File: config.mk
export PLATFORM = sky130hd
export DESIGN_NAME = heater_safety_thermostat_top
export DESIGN_NICKNAME = d
export VERILOG_FILES = /design/src/sv/hst_pkg.sv /design/src/sv/hst_cfg_regs.sv /design/src/sv/hst_core.sv /design/src/sv/heater_safety_thermostat_top.sv
export SDC_FILE = /design/constraint.sdc
export NUM_CORES = 1
export LEC_CHECK = 0
export ABC_AREA = 1
export BUFFER_PORTS_ARGS = -buffer_cell sky130_fd_sc_hd__clkbuf_2
export CAP_MARGIN = 0
export CORE_MARGIN = 4
export CORE_UTILIZATION = 64
export DETAILED_ROUTE_END_ITERATION = 12
export PLACE_DENSITY = 0.95
export SLEW_MARGIN = 40
export SYNTH_ARGS = -nofsm -noshare
export SYNTH_HDL_FRONTEND = slang
export SYNTH_SLANG_ARGS = --single-unit
File: constraint.sdc
create_clock -name clk -period 6 [get_ports clk]
set_input_delay 0.9 -clock clk [delete_from_list [all_inputs] [get_ports clk]]
set_output_delay 0.9 -clock clk [all_outputs]
set_load 0.005 [all_outputs]
File: src/sv/hst_pkg.sv
// Shared types and constants for the heater safety thermostat.
package hst_pkg;

  // Default watchdog reload, in seconds ticks.
  localparam int WATCHDOG_SECONDS_DEF = 5;

  // Field widths.
  localparam int MODE_W = 3;
  localparam int TEMP_W = 16;
  localparam int HYST_W = 15;
  localparam int FLAG_W = 4;
  localparam int CFG_IDX_W = 2;
  localparam int CFG_DATA_W = 16;

  // Request modes.
  localparam logic [MODE_W-1:0] MODE_SAMPLE = 3'd0;
  localparam logic [MODE_W-1:0] MODE_TICK = 3'd1;
  localparam logic [MODE_W-1:0] MODE_CLEAR = 3'd2;
  localparam logic [MODE_W-1:0] MODE_TRIP = 3'd3;
  localparam logic [MODE_W-1:0] MODE_MAN_ON = 3'd4;
  localparam logic [MODE_W-1:0] MODE_MAN_OFF = 3'd5;

  // Fault flag masks.
  localparam logic [FLAG_W-1:0] FLAG_SENSOR = 4'b0001;
  localparam logic [FLAG_W-1:0] FLAG_MAXTEMP = 4'b0010;
  localparam logic [FLAG_W-1:0] FLAG_WATCHDOG = 4'b0100;
  localparam logic [FLAG_W-1:0] FLAG_OTP = 4'b1000;

  // Configuration register indexes.
  localparam logic [CFG_IDX_W-1:0] CFG_TARGET = 2'd0;
  localparam logic [CFG_IDX_W-1:0] CFG_HYST = 2'd1;
  localparam logic [CFG_IDX_W-1:0] CFG_REG_ON = 2'd2;
  localparam logic [CFG_IDX_W-1:0] CFG_LIMIT = 2'd3;

  // Reset value of the over-temperature limit (350 degrees C).
  localparam logic signed [TEMP_W-1:0] OVER_TEMP_LIMIT_RST = 16'sd5600;

  typedef struct packed {
    logic signed [TEMP_W-1:0] target_temp;
    logic [HYST_W-1:0]        hysteresis;
    logic                     regulation_on;
    logic signed [TEMP_W-1:0] over_temp_limit;
  } cfg_t;

  typedef struct packed {
    logic [MODE_W-1:0]        mode;
    logic signed [TEMP_W-1:0] temperature;
    logic                     sensor_fault;
    logic                     otp_pin;
  } item_t;

  typedef struct packed {
    logic              heater_on;
    logic [FLAG_W-1:0] fault_flags;
    logic              temp_reached;
  } result_t;

endpackage

File: src/sv/hst_cfg_regs.sv
// Configuration register bank of the heater safety thermostat.
module hst_cfg_regs
  import hst_pkg::*;
(
  input  logic                  clk,
  input  logic                  rst,
  input  logic                  wr_en,
  input  logic [CFG_IDX_W-1:0]  wr_index,
  input  logic [CFG_DATA_W-1:0] wr_data,
  output cfg_t                  cfg
);

  // Register writes, decoded by index.
  always_ff @(posedge clk) begin
    if (rst) begin
      cfg.target_temp <= '0;
      cfg.hysteresis <= '0;
      cfg.regulation_on <= 1'b0;
      cfg.over_temp_limit <= OVER_TEMP_LIMIT_RST;
    end else if (wr_en) begin
      case (wr_index)
        CFG_TARGET: cfg.target_temp <= wr_data;
        CFG_HYST:   cfg.hysteresis <= wr_data[HYST_W-1:0];
        CFG_REG_ON: cfg.regulation_on <= wr_data[0];
        CFG_LIMIT:  cfg.over_temp_limit <= wr_data;
        default: begin
        end
      endcase
    end
  end

endmodule

File: src/sv/hst_core.sv
// Fault latch, watchdog and heater state with the per-request update logic.
module hst_core
  import hst_pkg::*;
#(
  parameter int WATCHDOG_SECONDS = WATCHDOG_SECONDS_DEF
) (
  input  logic    clk,
  input  logic    rst,
  input  logic    advance,
  input  item_t   item,
  input  cfg_t    cfg,
  output result_t result
);

  localparam int WD_W = $clog2(WATCHDOG_SECONDS + 1);
  localparam logic [WD_W-1:0] WD_RELOAD = WD_W'(WATCHDOG_SECONDS);

  logic [FLAG_W-1:0]        fault_latch;
  logic [WD_W-1:0]          watchdog_count;
  logic                     heater_drive;

  logic [FLAG_W-1:0]        fault_latch_next;
  logic [WD_W-1:0]          watchdog_count_next;
  logic                     heater_drive_next;
  logic [FLAG_W-1:0]        check_flags;
  logic signed [TEMP_W:0]   band_low;
  logic signed [TEMP_W:0]   temp_ext;
  logic                     over_limit;
  logic                     at_target;
  logic                     below_band;
  logic                     reached;

  // Band floor is one bit wider so target minus hysteresis never wraps.
  assign band_low = $signed({cfg.target_temp[TEMP_W-1], cfg.target_temp})
                  - $signed({2'b00, cfg.hysteresis});
  assign temp_ext = $signed({item.temperature[TEMP_W-1], item.temperature});
  assign over_limit = item.temperature >= cfg.over_temp_limit;
  assign at_target = item.temperature >= cfg.target_temp;
  assign below_band = temp_ext < band_low;
  assign reached = !item.sensor_fault && !below_band;

  // Flags that a sample check adds; a sensor fault masks the other checks.
  always_comb begin
    check_flags = '0;
    if (item.sensor_fault) begin
      check_flags = FLAG_SENSOR;
    end else begin
      if (over_limit) check_flags = check_flags | FLAG_MAXTEMP;
      if (item.otp_pin) check_flags = check_flags | FLAG_OTP;
    end
  end

  // Next state and result for the current request.
  always_comb begin
    fault_latch_next = fault_latch;
    watchdog_count_next = watchdog_count;
    heater_drive_next = heater_drive;
    result.temp_reached = 1'b0;
    case (item.mode)
      MODE_SAMPLE: begin
        fault_latch_next = fault_latch | check_flags;
        if (check_flags != '0) begin
          heater_drive_next = 1'b0;
        end else if (fault_latch == '0) begin
          watchdog_count_next = WD_RELOAD;
          if (cfg.regulation_on) begin
            if (at_target) heater_drive_next = 1'b0;
            else if (below_band) heater_drive_next = 1'b1;
          end
        end
        result.temp_reached = reached;
      end
      MODE_TICK: begin
        if (watchdog_count != '0) begin
          watchdog_count_next = watchdog_count - 1'b1;
        end else begin
          fault_latch_next = fault_latch | FLAG_WATCHDOG;
          heater_drive_next = 1'b0;
        end
      end
      MODE_CLEAR: begin
        fault_latch_next = check_flags;
        if (check_flags != '0) heater_drive_next = 1'b0;
        result.temp_reached = reached;
      end
      MODE_TRIP: begin
        fault_latch_next = fault_latch | FLAG_OTP;
        heater_drive_next = 1'b0;
      end
      MODE_MAN_ON: begin
        heater_drive_next = (fault_latch == '0);
      end
      MODE_MAN_OFF: begin
        heater_drive_next = 1'b0;
      end
      default: begin
      end
    endcase
    result.heater_on = heater_drive_next;
    result.fault_flags = fault_latch_next;
  end

  // State registers, updated once per request handed to the result stage.
  always_ff @(posedge clk) begin
    if (rst) begin
      fault_latch <= '0;
      watchdog_count <= WD_RELOAD;
      heater_drive <= 1'b0;
    end else if (advance) begin
      fault_latch <= fault_latch_next;
      watchdog_count <= watchdog_count_next;
      heater_drive <= heater_drive_next;
    end
  end

  // The heater is never driven while any fault is latched.
  a_heater_off_on_fault: assert property (@(posedge clk) disable iff (rst)
    !(heater_drive && fault_latch != '0))
    else $error("heater driven with a fault latched");

  // Faults stay latched unless a clear request was processed.
  a_flags_sticky: assert property (@(posedge clk) disable iff (rst)
    (advance && item.mode != MODE_CLEAR) |=>
      ((fault_latch & $past(fault_latch)) == $past(fault_latch)))
    else $error("fault flag dropped without a clear request");

  // The watchdog never counts above its reload value.
  a_wd_range: assert property (@(posedge clk) disable iff (rst)
    watchdog_count <= WD_RELOAD)
    else $error("watchdog count above reload value");

endmodule

File: src/sv/heater_safety_thermostat_top.sv
// Top level of the heater safety thermostat: request and result stages.
// One request is taken every clock cycle unless result_stall holds the
// pipeline. A request sits in the input register while the fault, watchdog
// and thermostat logic works on it, and its result is loaded into the
// result register once the result stage is free. A result held by
// result_stall holds the request behind it in the input register, and that
// in turn stalls the request channel. Configuration writes are always ready
// and take effect on the next request.
module heater_safety_thermostat_top
  import hst_pkg::*;
#(
  parameter int WATCHDOG_SECONDS = WATCHDOG_SECONDS_DEF
) (
  input  logic                     clk,
  input  logic                     rst,
  // Request channel
  input  logic                     sample_valid,
  output logic                     sample_stall,
  input  logic [MODE_W-1:0]        mode,
  input  logic signed [TEMP_W-1:0] temperature,
  input  logic                     sensor_fault,
  input  logic                     otp_pin,
  // Result channel
  output logic                     result_valid,
  input  logic                     result_stall,
  output logic                     heater_on,
  output logic [FLAG_W-1:0]        fault_flags,
  output logic                     temp_reached,
  // Configuration write channel
  input  logic                     cfg_valid,
  output logic                     cfg_ready,
  input  logic [CFG_IDX_W-1:0]     cfg_index,
  input  logic [CFG_DATA_W-1:0]    cfg_data
);

  cfg_t    cfg;
  item_t   item;
  logic    item_valid;
  result_t core_result;
  result_t result;
  logic    out_free;
  logic    advance;
  logic    take;

  assign cfg_ready = 1'b1;

  hst_cfg_regs u_cfg (
    .clk      (clk),
    .rst      (rst),
    .wr_en    (cfg_valid && cfg_ready),
    .wr_index (cfg_index),
    .wr_data  (cfg_data),
    .cfg      (cfg)
  );

  // Pipeline flow control.
  assign out_free = !result_valid || !result_stall;
  assign advance = item_valid && out_free;
  assign sample_stall = item_valid && !out_free;
  assign take = sample_valid && !sample_stall;

  // Input register.
  always_ff @(posedge clk) begin
    if (rst) begin
      item_valid <= 1'b0;
    end else if (take) begin
      item_valid <= 1'b1;
    end else if (advance) begin
      item_valid <= 1'b0;
    end
  end

  always_ff @(posedge clk) begin
    if (take) begin
      item.mode <= mode;
      item.temperature <= temperature;
      item.sensor_fault <= sensor_fault;
      item.otp_pin <= otp_pin;
    end
  end

  hst_core #(
    .WATCHDOG_SECONDS (WATCHDOG_SECONDS)
  ) u_core (
    .clk     (clk),
    .rst     (rst),
    .advance (advance),
    .item    (item),
    .cfg     (cfg),
    .result  (core_result)
  );

  // Result register.
  always_ff @(posedge clk) begin
    if (rst) begin
      result_valid <= 1'b0;
    end else if (advance) begin
      result_valid <= 1'b1;
    end else if (out_free) begin
      result_valid <= 1'b0;
    end
  end

  always_ff @(posedge clk) begin
    if (advance) begin
      result <= core_result;
    end
  end

  assign heater_on = result.heater_on;
  assign fault_flags = result.fault_flags;
  assign temp_reached = result.temp_reached;

  // A request held back by a full result stage is not lost.
  a_held_item: assert property (@(posedge clk) disable iff (rst)
    (item_valid && !out_free) |=> item_valid)
    else $error("held request dropped from input register");

  // Every processed request lands in the result register.
  a_result_loaded: assert property (@(posedge clk) disable iff (rst)
    advance |=> result_valid)
    else $error("processed request produced no result");

endmodule
==> flow_summary_export.csv <==
group,metric,value,unit
sta,hold_ws,0.4679,ns
setup_path,crit_path_max_fanout,3,
setup_path,crit_path_start_kind,"register",
clock_tree,hold_buffers,0,
grt,grt_overflow,0,
clock_tree,htree_levels,3,
power,power.density,251.9,nW/um^2
power,swShare,33.18,%
grt,antenna_found_initial,0,
min_path,min_path_cells,2,
grt,grt_pass1_wl,19.13,mm
setup_path,crit_start,"u_cfg.cfg[32]",
routing,drtIter0Drc,237,
sta,fmax,281.2,MHz
floorplan,row_count,31,
power,p_switching,0.0004610,W
sta,fin_crit,3.556,ns
yosys,synth_edf_count,27,
placed_design,dp.cells,772,
power,seq_power_share,46.5,%
power,vdd_drop_max,0.1673,mV
yosys,synth_area_leader_cell,"dfxtp_1",
floorplan,fp.dieH,96.48,um
clock_tree,post_cts_buffers,0,
setup_path,end_kind,"register",
floorplan,dieWidth,96.48,um
min_path,min_from,"u_cfg.cfg[23]",
yosys,netlist_instances,636,
setup_path,worstPathArrival,3.69,ns
clock_tree,insertion_delay,0.37,ns
routing,avgViaCountPerCell,5.603,
clock_tree,cts_sinks,85,
sta,setup_viol,0,
setup_path,path_delay_family,"simple AND/OR/NAND/NOR gates",
power,intPower,0.0009283,W
yosys,ys_warn_count,0,
yosys,synth_top_family_by_area,"compound AO/OA/AOI/OAI gates",
finish,post_layout_nonfiller_instances,788,
sta,finalSetupTns,0,ns
yosys,synthFlopType,"dfxtp_1",
yosys,syn-cell-area,5010,sq um
placed_design,dpl.hpwl,8.919,mm
routing,firstDrtPassIters,5,
sta,maxSlewViolCount,0,
yosys,synthMuxAreaShare,0,%
min_path,whs_endpoint,"u_cfg.cfg[23]",
yosys,synth-seq-cells,85,
placed_design,place.gp.congestion,0.9200,
setup_path,critPathSlowestCell,"fa_1",
yosys,ys_top_cells_by_count,"inv_1, nand2_1, a21oi_1, ha_1, o21ai_0",
clock_tree,cts-resized-gates,0,
floorplan,core_area,7447,sq um
sta,fin_crit_sh,59.27,%
floorplan,start_util,67.27,%
clock_tree,path_clk_slew,0.09,ns
job,maxCapViolCount,0,
yosys,synth_seq_area_share,39.36,%
yosys,synth_nets,746,
outcome,status,"completed",
power,p_clk_share,27.4,%
yosys,ys_top_cells_by_area,"dfxtp_1, ha_1, edfxtp_1",
clock_tree,cts_buffers,9,
power,combinationalPowerShare,26.1,%
yosys,synth_xor_xnor_area_share,2.448,%
finish,fill_cells,545,
setup_path,critical_path_class,"reg2reg",
sta,finalHoldViolCount,0,
clock_tree,clock-root-buffer,"clkbuf_8",
sta,rsz0062_at_grt,"no",
setup_path,reg2reg_to,"heater_on",
yosys,synth-simple-area-share,14.06,%
finish,area_growth,10.09,%
setup_path,ff2ff_path_depth,28,
grt,grt_pass1_vias,4486,
routing,drc,0,
finish,final_nets,794,
setup_path,critical_path_required,6.13,ns
clock_tree,cts_tree,"yes",
routing,wl_per_cell,14.57,um
yosys,synth_cell_types,30,
yosys,syn_avg_cell_area,7.877,sq um
sta,skew,0.01088,ns
floorplan,io_pins,53,
yosys,synth-compound-area-share,17.66,%
power,power.leakage,2.684,nW
routing,final_antenna_net_count,0,
setup_path,cp_num_buf_inv,4,
yosys,synth_top_area_share,23.18,%
setup_path,max_stage_delay,0.42,ns
placed_design,port_buffers,51,
sta,worst_slew_pin_slew,0.7895,ns
yosys,synthAdderAreaFrac,16.63,%
yosys,synth_most_common_cell,"inv_1",
min_path,hold_path_class,"reg2reg",
floorplan,die_area,9307,sq um
clock_tree,cts_buffer_depth,2,
setup_path,reg2reg_from,"u_cfg.cfg[32]",
grt,grt_max_degree,43,
yosys,synth-async-reset-ratio,0,%
sta,max_slew_margin,47.04,%
finish,drive_gt1_share,11.76,%
setup_path,r2r_slack,2.44,ns
grt,grtUsageTotal,26.57,%
setup_path,cp_common_cell,"nand2_1",
finish,diodes,0,
routing,drt-total-wl,11.48,mm
routing,via_count,4415,
registers in the layout, summed over array words and instances (netlist names), 3 cells and up:
register               flops
item                      21
u_core.watchdog_count      3
u_core.fault_latch         4
u_cfg.cfg                 48
fault_flags                4
power groups by stage:
stage	registers (W)	clock network, W	logic (W)
finish	0.000646	0.000381	0.000363
global route	0.000648	0.000412	0.000418
CTS	0.000645	0.000383	0.000361
detailed placement	0.000658	0	0.000358
global placement	0.000657	0	0.000337
floorplan	0.000652	0	0.000270
final cells by class:
type | count | area, sq um | area share (%)
Clock buffer | 9 | 123.9 | 2.246
Tap cell | 99 | 123.9 | 2.246
Clock inverter | 7 | 56.30 | 1.021
Inverter | 114 | 427.9 | 7.759
Multi-Input combinational cell | 422 | 2549 | 46.21
Timing Repair Buffer | 52 | 262.8 | 4.764
Sequential cell | 85 | 1972 | 35.75
per-layer routing:
layer | wire (um) | vias up | GRT usage [%]
met3 | 704 | 44 | 5.655
met1 | 4572 | 2047 | 30.26
met4 | 413 | 0 | 11.21
met2 | 5791 | 138 | 47.87
met5 | 0 | - | 0
li1 | - | 2186 | -
worst min-delay path, cell delays in order, from the launching register on:
cell and delay [ns]:
dfxtp_1 0.31, inv_1 0.06, a21oi_1 0.06
kinds of logic after synthesis:
logic type,after synthesis
xor+xnor,14
other cells,1
fa+ha+maj,66
simple gates,175
compound gates,166
flops,85
buf+inv,129
through the flow:
| stage | total power, W | setup WS, ns | cell area (sq um) | util (%) |
|---|---|---|---|---|
| finish | 0.001389 | 2.444 | 5515 | 74.06 |
| global route | 0.001479 | 2.087 | 5515 | 74.06 |
| CTS | 0.001390 | 2.443 | 5515 | 74.06 |
| detailed placement | 0.001017 | 2.456 | 5335 | 71.64 |
| global placement | 0.0009940 | 2.625 | 5335 | 71.64 |
| floorplan | 0.0009223 | 2.792 | 5010 | - |
worst max-delay path by stage:
| stage | slack (ns) | endpoint | cells after the start |
|---|---|---|---|
| 3_5_place_dp | 2.46 | heater_on | 28 |
| 5_1_grt | 2.09 | heater_on | 28 |
| 6_report | 2.44 | heater_on | 28 |
| 4_1_cts | 2.44 | heater_on | 28 |
| 2_1_floorplan | 2.79 | heater_on | 28 |
| 3_3_place_gp | 2.62 | heater_on | 28 |
cells in the final DEF, fill, tap and decap left out, drive strengths merged:
| cell type | n |
|---|---|
| o31ai | 1 |
| a21o | 4 |
| a31oi | 1 |
| nand4 | 4 |
| ha | 65 |
| conb | 1 |
| xor2 | 8 |
| nand2 | 105 |
| buf | 1 |
| clkinv | 3 |
| nor3 | 9 |
| inv | 118 |
| dfxtp | 58 |
| nand3 | 13 |
| fa | 1 |
| nor2 | 43 |
| edfxtp | 27 |
| a21oi | 86 |
| nor4 | 1 |
| xnor2 | 6 |
| o21ai | 70 |
| a21boi | 3 |
| clkbuf | 60 |
| a211oi | 1 |
(Power assumes the default switching activity.)
